<file path="src/sv/sle_pkg.sv">
// ----------------------------------------------------------------------------
// sle_pkg
// Shared types and constants of the sequential list engine: field widths,
// action codes and the command and status bundles between the controller
// and the datapath.
// ----------------------------------------------------------------------------
package sle_pkg;

    localparam int ACTION_W = 2;
    localparam int POS_W    = 7;
    localparam int WORD_W   = 32;
    localparam int IDX_W    = 6;
    localparam int CNT_W    = 7;

    typedef enum logic [ACTION_W-1:0] {
        ACT_INSERT = 2'd0,
        ACT_GET    = 2'd1,
        ACT_LOCATE = 2'd2,
        ACT_CLEAR  = 2'd3
    } action_t;

    // commands from the controller to the datapath
    typedef struct packed {
        logic capture;
        logic load_ptr;
        logic shift;
        logic put;
        logic rd_get;
        logic take_value;
        logic scan;
        logic take_index;
        logic set_err;
        logic clear_count;
        logic emit;
    } ctrl_cmd_t;

    // status from the datapath to the controller
    typedef struct packed {
        action_t act;
        logic    ins_ok;
        logic    get_ok;
        logic    ptr_gt_pos;
        logic    scan_more;
        logic    pend;
        logic    match;
        logic    out_busy;
    } dp_status_t;

endpackage

</file>
<file path="src/sv/sle_if.sv">
// ----------------------------------------------------------------------------
// sle_if
// Request and response channels of the sequential list engine, each with
// valid, ready and the payload.
// ----------------------------------------------------------------------------
interface sle_req_if;
    logic                              valid;
    logic                              ready;
    logic [sle_pkg::ACTION_W-1:0]      action;
    logic [sle_pkg::POS_W-1:0]         position;
    logic signed [sle_pkg::WORD_W-1:0] value;

    modport source (output valid, output action, output position, output value,
                    input ready);
    modport sink   (input valid, input action, input position, input value,
                    output ready);
endinterface

interface sle_rsp_if;
    logic                              valid;
    logic                              ready;
    logic                              status;
    logic signed [sle_pkg::WORD_W-1:0] read_value;
    logic [sle_pkg::IDX_W-1:0]         found_index;
    logic [sle_pkg::CNT_W-1:0]         count;
    logic                              not_empty;

    modport source (output valid, output status, output read_value,
                    output found_index, output count, output not_empty,
                    input ready);
    modport sink   (input valid, input status, input read_value,
                    input found_index, input count, input not_empty,
                    output ready);
endinterface

</file>
<file path="src/sv/sle_ctrl.sv">
// ----------------------------------------------------------------------------
// sle_ctrl
// Controller of the list engine: sequences one request at a time through
// dispatch, shift, read, scan and result hand-off.
// ----------------------------------------------------------------------------
module sle_ctrl (
    input  logic                clk,
    input  logic                rst_n,
    input  logic                req_valid,
    output logic                req_ready,
    input  sle_pkg::dp_status_t st,
    output sle_pkg::ctrl_cmd_t  cmd
);

    typedef enum logic [2:0] {
        IDLE,
        DISPATCH,
        INS_SHIFT,
        GET_WAIT,
        LOC_SCAN,
        FINISH
    } state_t;

    state_t state_reg;
    state_t state_next;

    always_ff @(posedge clk or negedge rst_n)
    begin
        if (!rst_n)
        begin
            state_reg <= IDLE;
        end
        else
        begin
            state_reg <= state_next;
        end
    end

    assign req_ready = (state_reg == IDLE);

    always_comb
    begin
        state_next = state_reg;
        cmd        = '0;
        case (state_reg)
            IDLE:
            begin
                if (req_valid)
                begin
                    cmd.capture = 1'b1;
                    state_next  = DISPATCH;
                end
            end
            DISPATCH:
            begin
                case (st.act)
                    sle_pkg::ACT_INSERT:
                    begin
                        if (st.ins_ok)
                        begin
                            cmd.load_ptr = 1'b1;
                            state_next   = INS_SHIFT;
                        end
                        else
                        begin
                            cmd.set_err = 1'b1;
                            state_next  = FINISH;
                        end
                    end
                    sle_pkg::ACT_GET:
                    begin
                        if (st.get_ok)
                        begin
                            cmd.rd_get = 1'b1;
                            state_next = GET_WAIT;
                        end
                        else
                        begin
                            cmd.set_err = 1'b1;
                            state_next  = FINISH;
                        end
                    end
                    sle_pkg::ACT_LOCATE:
                    begin
                        state_next = LOC_SCAN;
                    end
                    default:
                    begin
                        cmd.clear_count = 1'b1;
                        state_next      = FINISH;
                    end
                endcase
            end
            INS_SHIFT:
            begin
                // last pending move written, slot at position is free
                if (!st.ptr_gt_pos && !st.pend)
                begin
                    cmd.put    = 1'b1;
                    state_next = FINISH;
                end
                else
                begin
                    cmd.shift = 1'b1;
                end
            end
            GET_WAIT:
            begin
                cmd.take_value = 1'b1;
                state_next     = FINISH;
            end
            LOC_SCAN:
            begin
                cmd.scan = 1'b1;
                if (st.pend && st.match)
                begin
                    cmd.take_index = 1'b1;
                    state_next     = FINISH;
                end
                else if (!st.pend && !st.scan_more)
                begin
                    cmd.set_err = 1'b1;
                    state_next  = FINISH;
                end
            end
            FINISH:
            begin
                if (!st.out_busy)
                begin
                    cmd.emit   = 1'b1;
                    state_next = IDLE;
                end
            end
            default:
            begin
                state_next = IDLE;
            end
        endcase
    end

endmodule

</file>
<file path="src/sv/sle_datapath.sv">
// ----------------------------------------------------------------------------
// sle_datapath
// Datapath of the list engine: list memory with registered read, entry
// count, walking pointer, result registers and the response register.
// ----------------------------------------------------------------------------
module sle_datapath #(
    parameter int CAPACITY = 64
) (
    input  logic                              clk,
    input  logic                              rst_n,
    input  logic [sle_pkg::ACTION_W-1:0]      req_action,
    input  logic [sle_pkg::POS_W-1:0]         req_position,
    input  logic signed [sle_pkg::WORD_W-1:0] req_value,
    input  logic                              rsp_ready,
    output logic                              rsp_valid,
    output logic                              rsp_status,
    output logic signed [sle_pkg::WORD_W-1:0] rsp_read_value,
    output logic [sle_pkg::IDX_W-1:0]         rsp_found_index,
    output logic [sle_pkg::CNT_W-1:0]         rsp_count,
    output logic                              rsp_not_empty,
    input  sle_pkg::ctrl_cmd_t                cmd,
    output sle_pkg::dp_status_t               st
);

    localparam int AW = $clog2(CAPACITY);
    localparam int CW = $clog2(CAPACITY + 1);
    localparam int EW = (CW > sle_pkg::CNT_W) ? CW : sle_pkg::CNT_W;

    logic [sle_pkg::WORD_W-1:0] mem [CAPACITY];
    logic [sle_pkg::WORD_W-1:0] rd_data_reg;

    logic                       rd_en;
    logic [AW-1:0]              rd_addr;
    logic                       wr_en;
    logic [AW-1:0]              wr_addr;
    logic [sle_pkg::WORD_W-1:0] wr_data;

    sle_pkg::action_t           act_reg;
    logic [sle_pkg::POS_W-1:0]  pos_reg;
    logic [sle_pkg::WORD_W-1:0] value_reg;
    logic [CW-1:0]              ptr_reg;
    logic [CW-1:0]              ptr_next;
    logic                       pend_reg;
    logic [CW-1:0]              count_reg;
    logic [AW-1:0]              hit_addr_reg;

    logic                       res_status_reg;
    logic [sle_pkg::WORD_W-1:0] res_value_reg;
    logic [AW-1:0]              res_index_reg;

    logic                       out_valid_reg;
    logic                       out_status_reg;
    logic [sle_pkg::WORD_W-1:0] out_value_reg;
    logic [sle_pkg::IDX_W-1:0]  out_index_reg;
    logic [sle_pkg::CNT_W-1:0]  out_count_reg;
    logic                       out_not_empty_reg;

    logic [EW-1:0]              pos_x;
    logic [EW-1:0]              ptr_x;
    logic [EW-1:0]              cnt_x;
    logic [EW-1:0]              pos_m1;
    logic [EW-1:0]              idx_x;
    logic [CW-1:0]              ptr_m1;
    logic [CW-1:0]              ptr_p1;
    logic                       ptr_gt_pos;
    logic                       scan_more;

    assign pos_x      = EW'(pos_reg);
    assign ptr_x      = EW'(ptr_reg);
    assign cnt_x      = EW'(count_reg);
    assign pos_m1     = pos_x - EW'(1);
    assign ptr_m1     = ptr_reg - CW'(1);
    assign ptr_p1     = ptr_reg + CW'(1);
    assign ptr_gt_pos = (ptr_x > pos_x);
    assign scan_more  = (ptr_reg < count_reg);
    assign idx_x      = EW'(res_index_reg);

    // memory port selection
    always_comb
    begin
        rd_en   = 1'b0;
        rd_addr = ptr_reg[AW-1:0];
        if (cmd.shift && ptr_gt_pos)
        begin
            rd_en   = 1'b1;
            rd_addr = ptr_m1[AW-1:0];
        end
        else if (cmd.rd_get)
        begin
            rd_en   = 1'b1;
            rd_addr = pos_m1[AW-1:0];
        end
        else if (cmd.scan && scan_more)
        begin
            rd_en   = 1'b1;
            rd_addr = ptr_reg[AW-1:0];
        end
    end

    always_comb
    begin
        wr_en   = 1'b0;
        wr_addr = pos_x[AW-1:0];
        wr_data = value_reg;
        // entry read in the previous shift cycle moves up by one slot
        if (cmd.shift && pend_reg)
        begin
            wr_en   = 1'b1;
            wr_addr = ptr_p1[AW-1:0];
            wr_data = rd_data_reg;
        end
        else if (cmd.put)
        begin
            wr_en = 1'b1;
        end
    end

    always_ff @(posedge clk)
    begin
        if (wr_en)
        begin
            mem[wr_addr] <= wr_data;
        end
        if (rd_en)
        begin
            rd_data_reg <= mem[rd_addr];
        end
    end

    always_comb
    begin
        ptr_next = ptr_reg;
        if (cmd.capture)
        begin
            ptr_next = '0;
        end
        else if (cmd.load_ptr)
        begin
            ptr_next = count_reg;
        end
        else if (cmd.shift && ptr_gt_pos)
        begin
            ptr_next = ptr_m1;
        end
        else if (cmd.scan && scan_more)
        begin
            ptr_next = ptr_p1;
        end
    end

    // request fields and result payload
    always_ff @(posedge clk)
    begin
        if (cmd.capture)
        begin
            act_reg        <= sle_pkg::action_t'(req_action);
            pos_reg        <= req_position;
            value_reg      <= req_value;
            res_status_reg <= 1'b0;
            res_value_reg  <= '0;
            res_index_reg  <= '0;
        end
        else
        begin
            if (cmd.set_err)
            begin
                res_status_reg <= 1'b1;
            end
            if (cmd.take_value)
            begin
                res_value_reg <= rd_data_reg;
            end
            if (cmd.take_index)
            begin
                res_index_reg <= hit_addr_reg;
            end
        end
        if (cmd.scan && scan_more)
        begin
            hit_addr_reg <= ptr_reg[AW-1:0];
        end
        if (cmd.emit)
        begin
            out_status_reg    <= res_status_reg;
            out_value_reg     <= res_value_reg;
            out_index_reg     <= idx_x[sle_pkg::IDX_W-1:0];
            out_count_reg     <= cnt_x[sle_pkg::CNT_W-1:0];
            out_not_empty_reg <= (count_reg != '0);
        end
    end

    always_ff @(posedge clk or negedge rst_n)
    begin
        if (!rst_n)
        begin
            ptr_reg       <= '0;
            pend_reg      <= 1'b0;
            count_reg     <= '0;
            out_valid_reg <= 1'b0;
        end
        else
        begin
            ptr_reg <= ptr_next;
            if (cmd.capture)
            begin
                pend_reg <= 1'b0;
            end
            else if (cmd.shift)
            begin
                pend_reg <= ptr_gt_pos;
            end
            else if (cmd.scan)
            begin
                pend_reg <= scan_more;
            end
            if (cmd.put)
            begin
                count_reg <= count_reg + CW'(1);
            end
            else if (cmd.clear_count)
            begin
                count_reg <= '0;
            end
            if (cmd.emit)
            begin
                out_valid_reg <= 1'b1;
            end
            else if (rsp_ready)
            begin
                out_valid_reg <= 1'b0;
            end
        end
    end

    assign st.act        = act_reg;
    assign st.ins_ok     = (count_reg < CW'(CAPACITY)) && (pos_x <= cnt_x);
    assign st.get_ok     = (pos_x != '0) && (pos_x <= cnt_x);
    assign st.ptr_gt_pos = ptr_gt_pos;
    assign st.scan_more  = scan_more;
    assign st.pend       = pend_reg;
    assign st.match      = (rd_data_reg == value_reg);
    assign st.out_busy   = out_valid_reg && !rsp_ready;

    assign rsp_valid       = out_valid_reg;
    assign rsp_status      = out_status_reg;
    assign rsp_read_value  = out_value_reg;
    assign rsp_found_index = out_index_reg;
    assign rsp_count       = out_count_reg;
    assign rsp_not_empty   = out_not_empty_reg;

endmodule

</file>
<file path="src/sv/sequential_list_engine_core.sv">
// ----------------------------------------------------------------------------
// sequential_list_engine_core
// Ordered list of signed words with insert, get, locate and clear requests.
// ----------------------------------------------------------------------------
// One request is worked at a time and gives one response. The list sits in a
// single memory with one write and one registered read per cycle. An insert
// moves each entry from the end down to its position up by one slot, one
// entry moved per cycle, and then writes the value; a get reads the entry at
// position - 1; a locate reads entries from index 0 until a match or the
// count; a clear zeroes the count; a rejected request only sets the error
// status. The response register lets a new request in while the last
// response waits to be taken; a request that is done while that response
// still waits holds in its last cycle until it is taken. The store is not
// cleared at reset; only entries below the count are ever read.
module sequential_list_engine_core #(
    parameter int CAPACITY = 64
) (
    input  logic   clk,
    input  logic   rst_n,
    sle_req_if.sink   req,
    sle_rsp_if.source rsp
);

    sle_pkg::ctrl_cmd_t  cmd;
    sle_pkg::dp_status_t st;

    sle_ctrl u_ctrl (
        .clk       (clk),
        .rst_n     (rst_n),
        .req_valid (req.valid),
        .req_ready (req.ready),
        .st        (st),
        .cmd       (cmd)
    );

    sle_datapath #(
        .CAPACITY (CAPACITY)
    ) u_datapath (
        .clk             (clk),
        .rst_n           (rst_n),
        .req_action      (req.action),
        .req_position    (req.position),
        .req_value       (req.value),
        .rsp_ready       (rsp.ready),
        .rsp_valid       (rsp.valid),
        .rsp_status      (rsp.status),
        .rsp_read_value  (rsp.read_value),
        .rsp_found_index (rsp.found_index),
        .rsp_count       (rsp.count),
        .rsp_not_empty   (rsp.not_empty),
        .cmd             (cmd),
        .st              (st)
    );

endmodule
</file>
<file path="src/flat_wrapper.sv">
// flat-port wrapper written by rule: the top's interface ports become plain ports
module sequential_list_engine_core_flat 
#(
    parameter int CAPACITY = 64
)
  (clk, rst_n, req_valid, req_action, req_position, req_value, req_ready, rsp_valid, rsp_status, rsp_read_value, rsp_found_index, rsp_count, rsp_not_empty, rsp_ready);
  sle_req_if req_i ();
  sle_rsp_if rsp_i ();
  input  logic clk;
  input  logic rst_n;
  input wire logic [$bits(req_i.valid)-1:0] req_valid;
  input wire logic [$bits(req_i.action)-1:0] req_action;
  input wire logic [$bits(req_i.position)-1:0] req_position;
  input wire logic [$bits(req_i.value)-1:0] req_value;
  output wire logic [$bits(req_i.ready)-1:0] req_ready;
  output wire logic [$bits(rsp_i.valid)-1:0] rsp_valid;
  output wire logic [$bits(rsp_i.status)-1:0] rsp_status;
  output wire logic [$bits(rsp_i.read_value)-1:0] rsp_read_value;
  output wire logic [$bits(rsp_i.found_index)-1:0] rsp_found_index;
  output wire logic [$bits(rsp_i.count)-1:0] rsp_count;
  output wire logic [$bits(rsp_i.not_empty)-1:0] rsp_not_empty;
  input wire logic [$bits(rsp_i.ready)-1:0] rsp_ready;
  assign req_i.valid = req_valid;
  assign req_i.action = req_action;
  assign req_i.position = req_position;
  assign req_i.value = req_value;
  assign req_ready = req_i.ready;
  assign rsp_valid = rsp_i.valid;
  assign rsp_status = rsp_i.status;
  assign rsp_read_value = rsp_i.read_value;
  assign rsp_found_index = rsp_i.found_index;
  assign rsp_count = rsp_i.count;
  assign rsp_not_empty = rsp_i.not_empty;
  assign rsp_i.ready = rsp_ready;
  sequential_list_engine_core #(.CAPACITY(CAPACITY)) u_core (.clk(clk), .rst_n(rst_n), .req(req_i), .rsp(rsp_i));
endmodule
</file>
<file path="config.mk">
export PLATFORM = sky130hd
export DESIGN_NAME = sequential_list_engine_core_flat
export DESIGN_NICKNAME = d
export VERILOG_FILES = /design/src/sv/sle_pkg.sv /design/src/sv/sle_if.sv /design/src/sv/sle_ctrl.sv /design/src/sv/sle_datapath.sv /design/src/sv/sequential_list_engine_core.sv /design/src/flat_wrapper.sv
export SDC_FILE = /design/constraint.sdc
export NUM_CORES = 2
export LEC_CHECK = 0
export BUFFER_PORTS_ARGS = -buffer_cell sky130_fd_sc_hd__buf_2
export CORE_ASPECT_RATIO = 2
export CORE_UTILIZATION = 57
export CTS_CLUSTER_SIZE = 14
export DETAILED_ROUTE_END_ITERATION = 8
export PLACE_DENSITY = 0.76
export SLEW_MARGIN = 20
export SYNTH_ARGS = -nofsm -noshare
export SYNTH_HDL_FRONTEND = slang
export SYNTH_HIERARCHICAL = 1
export SYNTH_SLANG_ARGS = --single-unit
</file>
<file path="constraint.sdc">
create_clock -name clk -period 4.4 [get_ports clk]
set_input_delay 0.22 -clock clk [delete_from_list [all_inputs] [get_ports clk]]
set_output_delay 0.22 -clock clk [all_outputs]
set_load 0.02 [all_outputs]
</file>
======== Word-level counts from Yosys, hierarchy flattened ========
Memories as Yosys holds them, arrays and structs flattened. A register that Yosys moved wholly into a read port is not among the register bits.
Index checks and enable logic that the tools add are counted.
Widths: inputs -> output; s select.
word-level totals
  bits in registers ....................... 152
  memory bits (writable) .................. 2048
  output and inout port bits .............. 49
  memories ................................ 1
cells by class
  $add $sub $neg .......................... 4
  magnitude comparators ................... 4
  eq/ne operators ......................... 12
  multiplexer cells ....................... 55
  reduce and logical (&&, ||, !) cells .... 23
memories
  memory                 words  bits a word  rd ports  clocked after memory_dff  write ports  line                RTL
  u_core.u_datapath.mem  64     32           1         1                         1            sle_datapath.sv:29  logic [sle_pkg::WORD_W-1:0] mem [CAPACITY];
operators by type and width
  kind                 number
  $mux 7               6
  $eq 32x32->1         1
  $mux 1               32
  $mux 32              1
  $mux 3               7
  $mux 6               3
  $pmux 3 s6           1
  $add 7x1->7 const B  2
  $reduce_bool 7->1    2
  $logic_and 1x1->1    9
  $pmux 3 s3           1
  $gt 7x7->1           1
  $le 7x7->1           1
  $lt 7x7->1           1
  $lt 7x7->1 const B   1
  $sub 7x1->7 const B  1
  $eq 3x2->1 const B   2
  $eq 3x3->1 const B   2
  $ne 2x2->1 const B   3
  $sub 6x1->6 const B  1
  $logic_not 1->1      4
  $mux 2               2
  $pmux 1 s2           2
  $reduce_and 4->1     1
  10 further kinds     11

======== Logic depth before layout (Yosys ltp) ========
  depth after elaboration ................. 9
  mapped depth ............................ 28

======== Cells and area by module ========
Netlist, hierarchy kept.
modules (own cells, without submodules)
  module        instances  cells an instance  area each (µm²)  seq. area each (µm²)
  sle_datapath  1          5455               88940.3          66463.7
  sle_ctrl      1          48                 342.8            75.1

======== Worst setup path before layout ========
OpenSTA, ideal clock, no wires.
  kind .................................... register to register
  start ................................... register u_core/u_datapath/pos_reg[1] in the netlist's numbering
  end ..................................... register u_core/u_datapath/rd_data_reg[27] in the netlist's numbering (read register of u_core.u_datapath.mem) (data pin)
  library setup time ...................... 0.272 ns
  arrival ................................. 4.595 ns
  path slack .............................. -0.467 ns
  cell stages (with the launch flop) ...... 25
  buffers on the path ..................... 4
  clock period less this slack ............ 4.867 ns
  path through ............................ edfxtp_1 > ha_1 > nor2b_1 > o21a_1 > o21a_1 > o21a_1 > o21ai_0 > nand2b_1 > a21oi_1 > a41oi_1 > a41oi_1 > nand2_1 > nor4_1 > inv_1 > o21ai_1 > o211ai_2 > buf_6 > buf_12 > buf_6 > buf_6 > mux2i_1 > mux2i_1 > mux2i_1 > o22ai_1 > or4_1
RTL lines
  item                    line                 RTL
  start, declared         sle_datapath.sv:39   logic [sle_pkg::POS_W-1:0] pos_reg;
  start signal, assigned  sle_datapath.sv:157  pos_reg <= req_position;
  end, declared           sle_datapath.sv:30   logic [sle_pkg::WORD_W-1:0] rd_data_reg;

==> metrics.txt <==
grt total ovfl 0; Avg Cell Area, Syn 16.22 µm²; row count 205; Starting Density 0.5735; Finished Core Util 0.6855; Yosys reg bits 2232; ys flop type edfxtp_1; worst-path fanout max 29; xor/xnor share of the synthesized area 0.004022; Post-Place Cells 7878; Inserted Clock Buffers 189; r2r endpoint u_core/u_datapath/rd_data_reg[13]; critical path endpoint category flip-flop; min Tclk post-route 4.974 ns; largest family of logic cells by synthesized area multiplexers; fin crit share 1.131; Slew @ Worst Pin 1.221 ns; post-synth top area share 0.7312; Crit Path Class reg2reg; Via density 6.721; area grow syn2layout 19.55%; Slew Limit Fails 0; final std cells w/o fill 8342; max FFs per register 2048; Setup Skew 0.04906 ns; Synth Area in Adders 0.003644; share of cells above drive strength 1 0.2513; crit path from u_core/u_datapath/pos_reg[1]; Remaining DRCs 0; syn_nets 5574; setup-violating endpoint count in the final report 32; core area 0.1557 mm²; min-delay src req_valid; Bufs on Longest Clock Path 4; Async SR Flop Fraction 0.008513; Post-Synth Simple-Gate Area 0.08250; top post-synthesis cells by area edfxtp_1 73%, mux4_2 4.8%, mux2i_1 4.3%; Max Cap Viol 0; CP arrival 5.64 ns; failing checks negative setup slack; synth warn 6; Final Hold Viols 0; Tot GR Track Use 0.3360; sequential share of the synthesized area 0.7453; CP required 5.07 ns; mux contribution to synthesized area 0.09769; Die Wd 281.9 µm; initial antenna violation count 6; worst vdd ir 394.3 µV; Reg clk slew, reported paths 0.07 ns; CTS tree done; Leakage 0.03686 µW; Final nets 6273; Distinct cells, synth 90; worst r2r src u_core/u_datapath/pos_reg[1]; worst hold endpoint u_core/u_ctrl/state_reg[0]; Die ar. 0.1583 mm²; Skew-Pair Late Insertion Delay 0.84 ns; unrepaired setup endpoints after global routing true; routed wire length 273.8 mm; # IOs 94; number of DRC markers in iteration 0 8040; Setup WS pre-CTS -0.9136 ns; maximum number of pins on one net before global-route repair 90; power after layout 66810 µW; # clock sinks 2232; detailed-routing iteration count for the pre-antenna-repair pass 9; post-synth top area cell edfxtp_1; hold depth 4; crit start category flip-flop; Post-synth EDFFs 2174; min-delay worst type in2reg; result of the run complete, but fails checks; R2R depth 26; H-tree depth 4; relative slew slack 0.1860; Netlist Area Pre-Place 0.08928 mm²; most flop-heavy register u_core/u_datapath/mem; fin worst setup slack -0.5742 ns; port bufs 93; setup TNS -14.26 ns; FF-to-FF setup slack -0.57 ns; Die H 561.7 µm; vias 56070; Top Layer Used met5; Root Driver clkbuf_16; first-pass GRT wire length 378.3 mm; cell count after synthesis 5503; WL met2 137.2 mm; GPL Wtd Cong 0.9267; hpwl dp 160.6 mm; WL met1 80.70 mm; WL met3 28.93 mm; Avg WL per Cell 32.82 µm; Synth Area in Compound Gates 0.04318; Power Density 625.9 mW/mm²; vias in the first global route 56260; Post-DRT Antenna Nets 0; Fmax 0.2010 GHz
metal layers:
layer  vias up  global-route usage
li1      22700                   -
met2      4351              0.5740
met5         -                   0
met1     27770              0.3637
met4         2              0.2745
met3      1250             0.05802
power by group:
group | internal, µW | switching (µW) | total, µW | leakage (µW)
sequential | 24900 | 756 | 25600 | 0.0201
combinational | 11100 | 15000 | 26100 | 0.0142
clock | 7960 | 7120 | 15100 | 0.00249
cells by family (layout without fill, tap and decap cells):
| family | count (synthesis) | in the layout |
|---|---|---|
| adder cells (fa/ha/maj) | 26 | 26 |
| other | 0 | 4 |
| multiplexers | 627 | 628 |
| flip-flops | 2232 | 2232 |
| XOR/XNOR | 41 | 41 |
| AO/OA/AOI/OAI | 516 | 516 |
| buffers and inverters | 367 | 1131 |
| AND/OR/NAND/NOR | 1694 | 1694 |
worst max-delay path, cell delays in order, from the launching register on:
cell	delay (ns)
edfxtp_1	0.40
ha_1	0.33
nor2b_1	0.14
o21a_1	0.17
o21a_1	0.18
o21a_1	0.19
o21ai_1	0.11
nand2b_1	0.09
a21oi_2	0.16
a41oi_2	0.07
a41oi_2	0.21
nand2_1	0.12
nor4_4	0.17
buf_6	0.18
inv_4	0.04
o21ai_4	0.15
buf_4	0.14
buf_8	0.09
o211a_4	0.25
buf_12	0.16
buf_12	0.20
buf_4	0.20
nand2_1	0.07
nand3_1	0.17
nand3_1	0.23
a31oi_4	0.40
a2bb2oi_1	0.19
stage by stage:
| stage | hold slack (ns) | area (µm²) |
|---|---|---|
| after floorplan | -0.07559 | 89320 |
| after global placement | 0.2130 | 96600 |
| after detailed placement | 0.2129 | 96630 |
| after CTS | 0.03132 | 105200 |
| after global routing | 0.03586 | 106700 |
| final | 0.02625 | 106700 |
cell type report:
type                            instances  area, µm²
Multi-Input combinational cell       2905      22900
Clock inverter                         17      106.4
Fill cell                            9071      48960
Antenna cell                            4      10.01
Inverter                               29      111.4
Tap cell                             2070       2590
Timing Repair Buffer                  845       9457
Sequential cell                      2232      66540
Clock buffer                          240       5016
cells in the mapped netlist, drive strengths merged (15+ instances only):
| cell type | count |
|---|---|
| a211oi | 37 |
| a21o | 16 |
| a21oi | 116 |
| a221oi | 17 |
| a22oi | 26 |
| a311oi | 48 |
| a31oi | 16 |
| a32oi | 36 |
| and3 | 51 |
| buf | 246 |
| clkbuf | 92 |
| dfrtp | 19 |
| dfxtp | 39 |
| edfxtp | 2174 |
| ha | 26 |
| inv | 28 |
| mux2 | 49 |
| mux2i | 389 |
| mux4 | 189 |
| nand2 | 915 |
| nand3 | 458 |
| nand4 | 37 |
| nor2 | 168 |
| o2111ai | 17 |
| o211ai | 21 |
| o21ai | 29 |
| o22ai | 19 |
| o311ai | 15 |
| xor2 | 33 |
worst max-delay path by stage:
stage | end | slack (ns) | depth (start not counted)
after floorplan | u_core/u_datapath/mem[52][0] | -0.05 | 15
after global placement | u_core/u_datapath/rd_data_reg[28] | -1.48 | 24
after detailed placement | u_core/u_datapath/rd_data_reg[28] | -0.91 | 23
after CTS | u_core/u_datapath/rd_data_reg[21] | -0.44 | 23
after global routing | u_core/u_datapath/rd_data_reg[0] | -0.77 | 26
final | u_core/u_datapath/rd_data_reg[13] | -0.57 | 26
layout by cell type (no fill, tap or decap), types with 54 or more instances in the layout:
cell / n
a21oi_1: 89
nand3_1: 436
clkbuf_16: 209
nor2_1: 96
buf_6: 54
edfxtp_1: 2174
buf_2: 93
mux2i_1: 356
mux4_2: 189
nand2_1: 904
buf_4: 444
nor2_4: 72
buf_12: 138
timing repair:
| action | 4_1_cts | 5_1_grt |
|---|---|---|
| resized for setup | 301 | 161 |
| endpoints found under the setup margin | 32 | 164 |
| buffers inserted | 88 | 42 |
| pin swaps | 74 | 84 |
| endpoints found under the hold margin | 63 | 0 |
| hold buffers | 44 | 0 |
| gates cloned | 28 | 16 |
Note: power is estimated with default switching activity, not from simulation.
